<file path="src/rtl/core/backtrackable_pair_hash_set_macros.svh">
// Assertion helpers for the hash set RTL.
`ifndef BACKTRACKABLE_PAIR_HASH_SET_MACROS_SVH
`define BACKTRACKABLE_PAIR_HASH_SET_MACROS_SVH

// Same-cycle implication, checked out of reset.
`define BPHS_ASSERT_IMPL(lbl, clk, rstn, ante, cons, msg) \
  lbl: assert property (@(posedge clk) disable iff (!rstn) (ante) |-> (cons)) else $error(msg);

// Next-cycle implication, checked out of reset.
`define BPHS_ASSERT_NEXT(lbl, clk, rstn, ante, cons, msg) \
  lbl: assert property (@(posedge clk) disable iff (!rstn) (ante) |=> (cons)) else $error(msg);

`endif

</file>
<file path="src/rtl/core/bphs_pkg.sv">
`timescale 1ns / 1ps
`default_nettype none
package bphs_pkg;

  localparam int unsigned OP_W     = 2;
  localparam int unsigned TARGET_W = 11;
  localparam int unsigned STATUS_W = 2;
  localparam int unsigned TOTAL_W  = 11;

  localparam logic [OP_W-1:0] OP_INSERT = 2'd0;
  localparam logic [OP_W-1:0] OP_CHECK  = 2'd1;

  typedef enum logic [STATUS_W-1:0] {
    ST_OK         = 2'd0,
    ST_BAD_TARGET = 2'd1,
    ST_FULL       = 2'd2
  } status_e;

  typedef struct packed {
    logic    latch;
    logic    clr_wr;
    logic    pop_rd;
    logic    pop_wr;
    logic    head_rd;
    logic    ins_wr;
    logic    walk_ld_head;
    logic    walk_ld_link;
    logic    walk_rd;
    logic    resp;
    status_e code;
    logic    found;
  } cmd_t;

  typedef struct packed {
    logic clr_done;
    logic target_bad;
    logic need_pop;
    logic full;
    logic is_insert;
    logic is_check;
    logic idx_live;
    logic match;
    logic out_busy;
  } stat_t;

endpackage
`default_nettype wire

</file>
<file path="src/rtl/core/bphs_ctrl.sv">
`timescale 1ns / 1ps
`default_nettype none
module bphs_ctrl (
  input  wire logic            clk_i,
  input  wire logic            rst_ni,
  input  wire logic            req_valid_i,
  output      logic            req_ready_o,
  input  wire bphs_pkg::stat_t stat_i,
  output      bphs_pkg::cmd_t  cmd_o
);

  typedef enum logic [3:0] {
    S_CLR, S_IDLE, S_EVAL, S_POP_RD, S_POP_WR, S_HEAD_RD, S_HEAD_USE,
    S_WALK_RD, S_WALK_CMP, S_RESP
  } state_e;

  state_e            state_q;
  bphs_pkg::status_e code_q;
  logic              found_q;

  assign req_ready_o = (state_q == S_IDLE);

  always_comb begin
    cmd_o       = '0;
    cmd_o.code  = code_q;
    cmd_o.found = found_q;
    case (state_q)
      S_CLR:      cmd_o.clr_wr  = 1'b1;
      S_IDLE:     cmd_o.latch   = req_valid_i;
      S_POP_RD:   cmd_o.pop_rd  = 1'b1;
      S_POP_WR:   cmd_o.pop_wr  = 1'b1;
      S_HEAD_RD:  cmd_o.head_rd = 1'b1;
      S_HEAD_USE: begin
        cmd_o.ins_wr       = stat_i.is_insert;
        cmd_o.walk_ld_head = !stat_i.is_insert;
      end
      S_WALK_RD:  cmd_o.walk_rd = stat_i.idx_live;
      S_WALK_CMP: cmd_o.walk_ld_link = !stat_i.match;
      S_RESP:     cmd_o.resp    = !stat_i.out_busy;
      default:    cmd_o         = '0;
    endcase
  end

  always_ff @(posedge clk_i or negedge rst_ni) begin
    if (!rst_ni) begin
      state_q <= S_CLR;
      code_q  <= bphs_pkg::ST_OK;
      found_q <= 1'b0;
    end else begin
      case (state_q)
        S_CLR: begin
          if (stat_i.clr_done) state_q <= S_IDLE;
        end
        S_IDLE: begin
          if (req_valid_i) begin
            state_q <= S_EVAL;
            code_q  <= bphs_pkg::ST_OK;
            found_q <= 1'b0;
          end
        end
        S_EVAL: begin
          if (stat_i.target_bad) begin
            code_q  <= bphs_pkg::ST_BAD_TARGET;
            state_q <= S_RESP;
          end else if (stat_i.need_pop) begin
            state_q <= S_POP_RD;
          end else if (stat_i.is_insert && stat_i.full) begin
            code_q  <= bphs_pkg::ST_FULL;
            state_q <= S_RESP;
          end else if (stat_i.is_insert || stat_i.is_check) begin
            state_q <= S_HEAD_RD;
          end else begin
            state_q <= S_RESP;
          end
        end
        S_POP_RD:   state_q <= S_POP_WR;
        S_POP_WR:   state_q <= S_EVAL;
        S_HEAD_RD:  state_q <= S_HEAD_USE;
        S_HEAD_USE: state_q <= stat_i.is_insert ? S_RESP : S_WALK_RD;
        S_WALK_RD: begin
          state_q <= stat_i.idx_live ? S_WALK_CMP : S_RESP;
        end
        S_WALK_CMP: begin
          if (stat_i.match) begin
            found_q <= 1'b1;
            state_q <= S_RESP;
          end else begin
            state_q <= S_WALK_RD;
          end
        end
        S_RESP: begin
          if (!stat_i.out_busy) state_q <= S_IDLE;
        end
        default: state_q <= S_IDLE;
      endcase
    end
  end

endmodule
`default_nettype wire
</file>
<file path="config.mk">
export PLATFORM = sky130hd
export DESIGN_NAME = bphs_ctrl
export DESIGN_NICKNAME = d
export VERILOG_FILES = /design/src/rtl/core/backtrackable_pair_hash_set_macros.svh /design/src/rtl/core/bphs_pkg.sv /design/src/rtl/core/bphs_ctrl.sv
export SDC_FILE = /design/constraint.sdc
export NUM_CORES = 1
export LEC_CHECK = 0
export BUFFER_PORTS_ARGS = -buffer_cell sky130_fd_sc_hd__buf_2
export CORE_MARGIN = 2
export CORE_UTILIZATION = 51
export CTS_CLUSTER_SIZE = 16
export DETAILED_ROUTE_END_ITERATION = 8
export GPL_TIMING_DRIVEN = 1
export PLACE_DENSITY_LB_ADDON = 0.25
export REMOVE_ABC_BUFFERS = 1
export SYNTH_ARGS = -nofsm -noshare
export SYNTH_HDL_FRONTEND = slang
export SYNTH_SLANG_ARGS = --single-unit
</file>
<file path="constraint.sdc">
create_clock -name clk_i -period 3.72 [get_ports clk_i]
set_clock_uncertainty 0.1 [all_clocks]
set_input_delay 0.372 -clock clk_i [delete_from_list [all_inputs] [get_ports clk_i]]
set_output_delay 0.372 -clock clk_i [all_outputs]
set_load 0.02 [all_outputs]
</file>
==> qor.yml <==
synth.distinct_cells: 34
gp_congestion: 0.791
ys.flop_type: "dfrtp_1"
antenna_found_initial: 0
wl_per_cell_um: 12.6
drt_iter0_markers: 21
synth_top_area_share_pct: 25.6
vias: 686
layout_setup_ws_ns: 1.44
drc_errors: 0
finalNonFillerCells: 120
core-area_mm2: 0.00127
met1_usage_pct: 29.0
finalSetupViolCount: 0
ys_warn_count: 0
post-place-ws_ns: 1.72
num_rows: 13
dp_cells: 115
ir_worst_vdd_mv: 0.344
r2r_slack_ns: 1.83
synth_seq_area_share_pct: 25.6
clk_path_buf_depth: 2
post_cts_buffers: 0
yosysMostFrequentCell: "nor2_1"
met3_usage_pct: 1.67
routed_wl_um: 1510
crit_path_start_kind: "flop"
p_leak_uw: 0.000388
end_kind: "primary output"
hold_viol: 0
netlist_area_um2: 683
hold_start: "stat_i[8]"
synth_area_per_cell_um2: 8.43
slew_headroom_pct: 48.3
layout.nets: 118
viasPerCell: 5.72
regToRegEndpoint: "code_q[0]"
grt_usage_pct: 21.2
dp_hpwl_um: 1100
fin_tns_setup_ns: 0
clkTransAtPathRegs_ns: 0.05
cts-root-buf: "clkbuf_4"
drv_slew: 0
yosysTopAreaCell: "dfrtp_1"
synth_edf_count: 0
synthTopCellsByArea: "dfrtp_1 26%, nor4b_4 7.0%, nor2_1 6.0%"
grt_max_degree: 23
power_density_mw_per_mm2: 766
dieArea_mm2: 0.00165
grt_pass1_wl_um: 2340
cts_buffers: 3
met2_usage_pct: 31.7
top_usage_layer: "met2"
min_to: "state_q[0]"
reg2reg_from: "state_q[0]"
rr_worst_depth: 4
drive_gt1_share_pct: 35.2
fin_crit_sh_pct: 61.2
critPathKind: "flop to primary output"
synthTopCellsByCount: "11 x nor2_1, 7 x dfrtp_1, 6 x nand2_1, 5 x o21ai_0"
die_x_um: 40.6
ys_ff_latch: 7
cts_hold_buffers: 1
grt_overflow: 0
tritoncts: "yes"
drtPass1Iterations: 4
fmax_mhz: 439
syn_to_final_growth_pct: 18.5
worstPathRequired_ns: 3.25
path_max_fanout: 22
port_buffers: 25
arrival_ns: 1.81
grt_pass1_vias: 546
holdCritPathClass: "primary input to flop"
insertion_delay_ns: 0.25
final.min_clock_period_ns: 2.28
ios: 26
die_h_um: 40.6
ant_nets: 0
start_util_pct: 53.8
clock-sinks: 7
num_antenna_cells: 0
max_cap_violations: 0
rsz0062_at_grt: "false"
syn_inst: 81
holdPathStages: 3
status: "completed"
cts_max_level: 1
tightestPinTransition_ns: 0.775
synth-async-reset-ratio_pct: 100
cts_resized: 0
==> placed cells by master (no fill, tap or decap), drive strengths merged, types with 2 or more instances in the layout <==
cell type	synthesis	layout
a21oi	5	5
and2	4	4
and3	2	2
buf	6	25
clkbuf	0	4
dfrtp	7	7
inv	4	4
nand2	6	6
nand2b	3	3
nand3	3	3
nor2	11	11
nor2b	4	4
nor3	3	3
nor4	3	3
nor4b	2	2
o21ai	6	6
o31ai	2	2
==> worst max-delay path by stage <==
stage                from         to  slack (ns)  cells after the start
2_1_floorplan  state_q[0]  cmd_o[12]        1.72                      2
3_3_place_gp   state_q[0]  cmd_o[12]        1.75                      3
3_5_place_dp   state_q[0]  cmd_o[12]        1.72                      3
4_1_cts        state_q[0]  cmd_o[12]        1.44                      3
5_1_grt        state_q[0]  cmd_o[12]        1.29                      3
6_report       state_q[0]  cmd_o[12]        1.44                      3
==> registers in the layout (all words and copies together) (netlist names) <==
register	cells
state_q	4
code_q	2
found_q	1
==> per-stage QoR <==
stage | hold slack (ns) | area, µm² | power, µW | utilization, %
floorplan | -0.0236 | 629 | 451 | -
finish | 0.261 | 810 | 620 | 63.8
global route | 0.263 | 810 | 663 | 63.8
CTS | 0.246 | 810 | 618 | 63.8
detailed placement | 0.116 | 773 | 546 | 60.9
global placement | 0.109 | 773 | 540 | 60.9
==> metal layers <==
layer  share of wire (%)  vias to the layer above
met5                   0                        -
met4                   0                        0
met3                 6.0                        0
met2                  47                       27
met1                  47                      318
li1                    -                      341
==> final cells by class <==
type / instances / area [µm²]
Sequential cell: 7 / 175
Tap cell: 15 / 18.8
Multi-Input combinational cell: 64 / 439
Clock buffer: 4 / 26.3
Fill cell: 108 / 459
Inverter: 4 / 15.0
Timing Repair Buffer: 26 / 135
==> report_power, final <==
| group | internal (µW) | switching [µW] | total, µW |
|---|---|---|---|
| clock network | 41.0 | 28.4 | 69.4 |
| logic | 157 | 182 | 339 |
| registers | 104 | 108 | 212 |
==> logic make-up after synthesis <==
family                 count (synthesis)  share of synthesized area [%]
buffers and inverters                 10                           10.1
flip-flops                             7                           25.6
AO/OA/AOI/OAI                         20                           20.0
AND/OR/NAND/NOR                       43                           43.0
XOR/XNOR                               1                           1.28
==> critical path, cell delays in order (launching register included) <==
cell     delay [ns]
dfrtp_1        0.84
nor4b_4        0.38
and2_1         0.18
buf_2          0.16
Note: power is estimated with default switching activity, not from simulation.
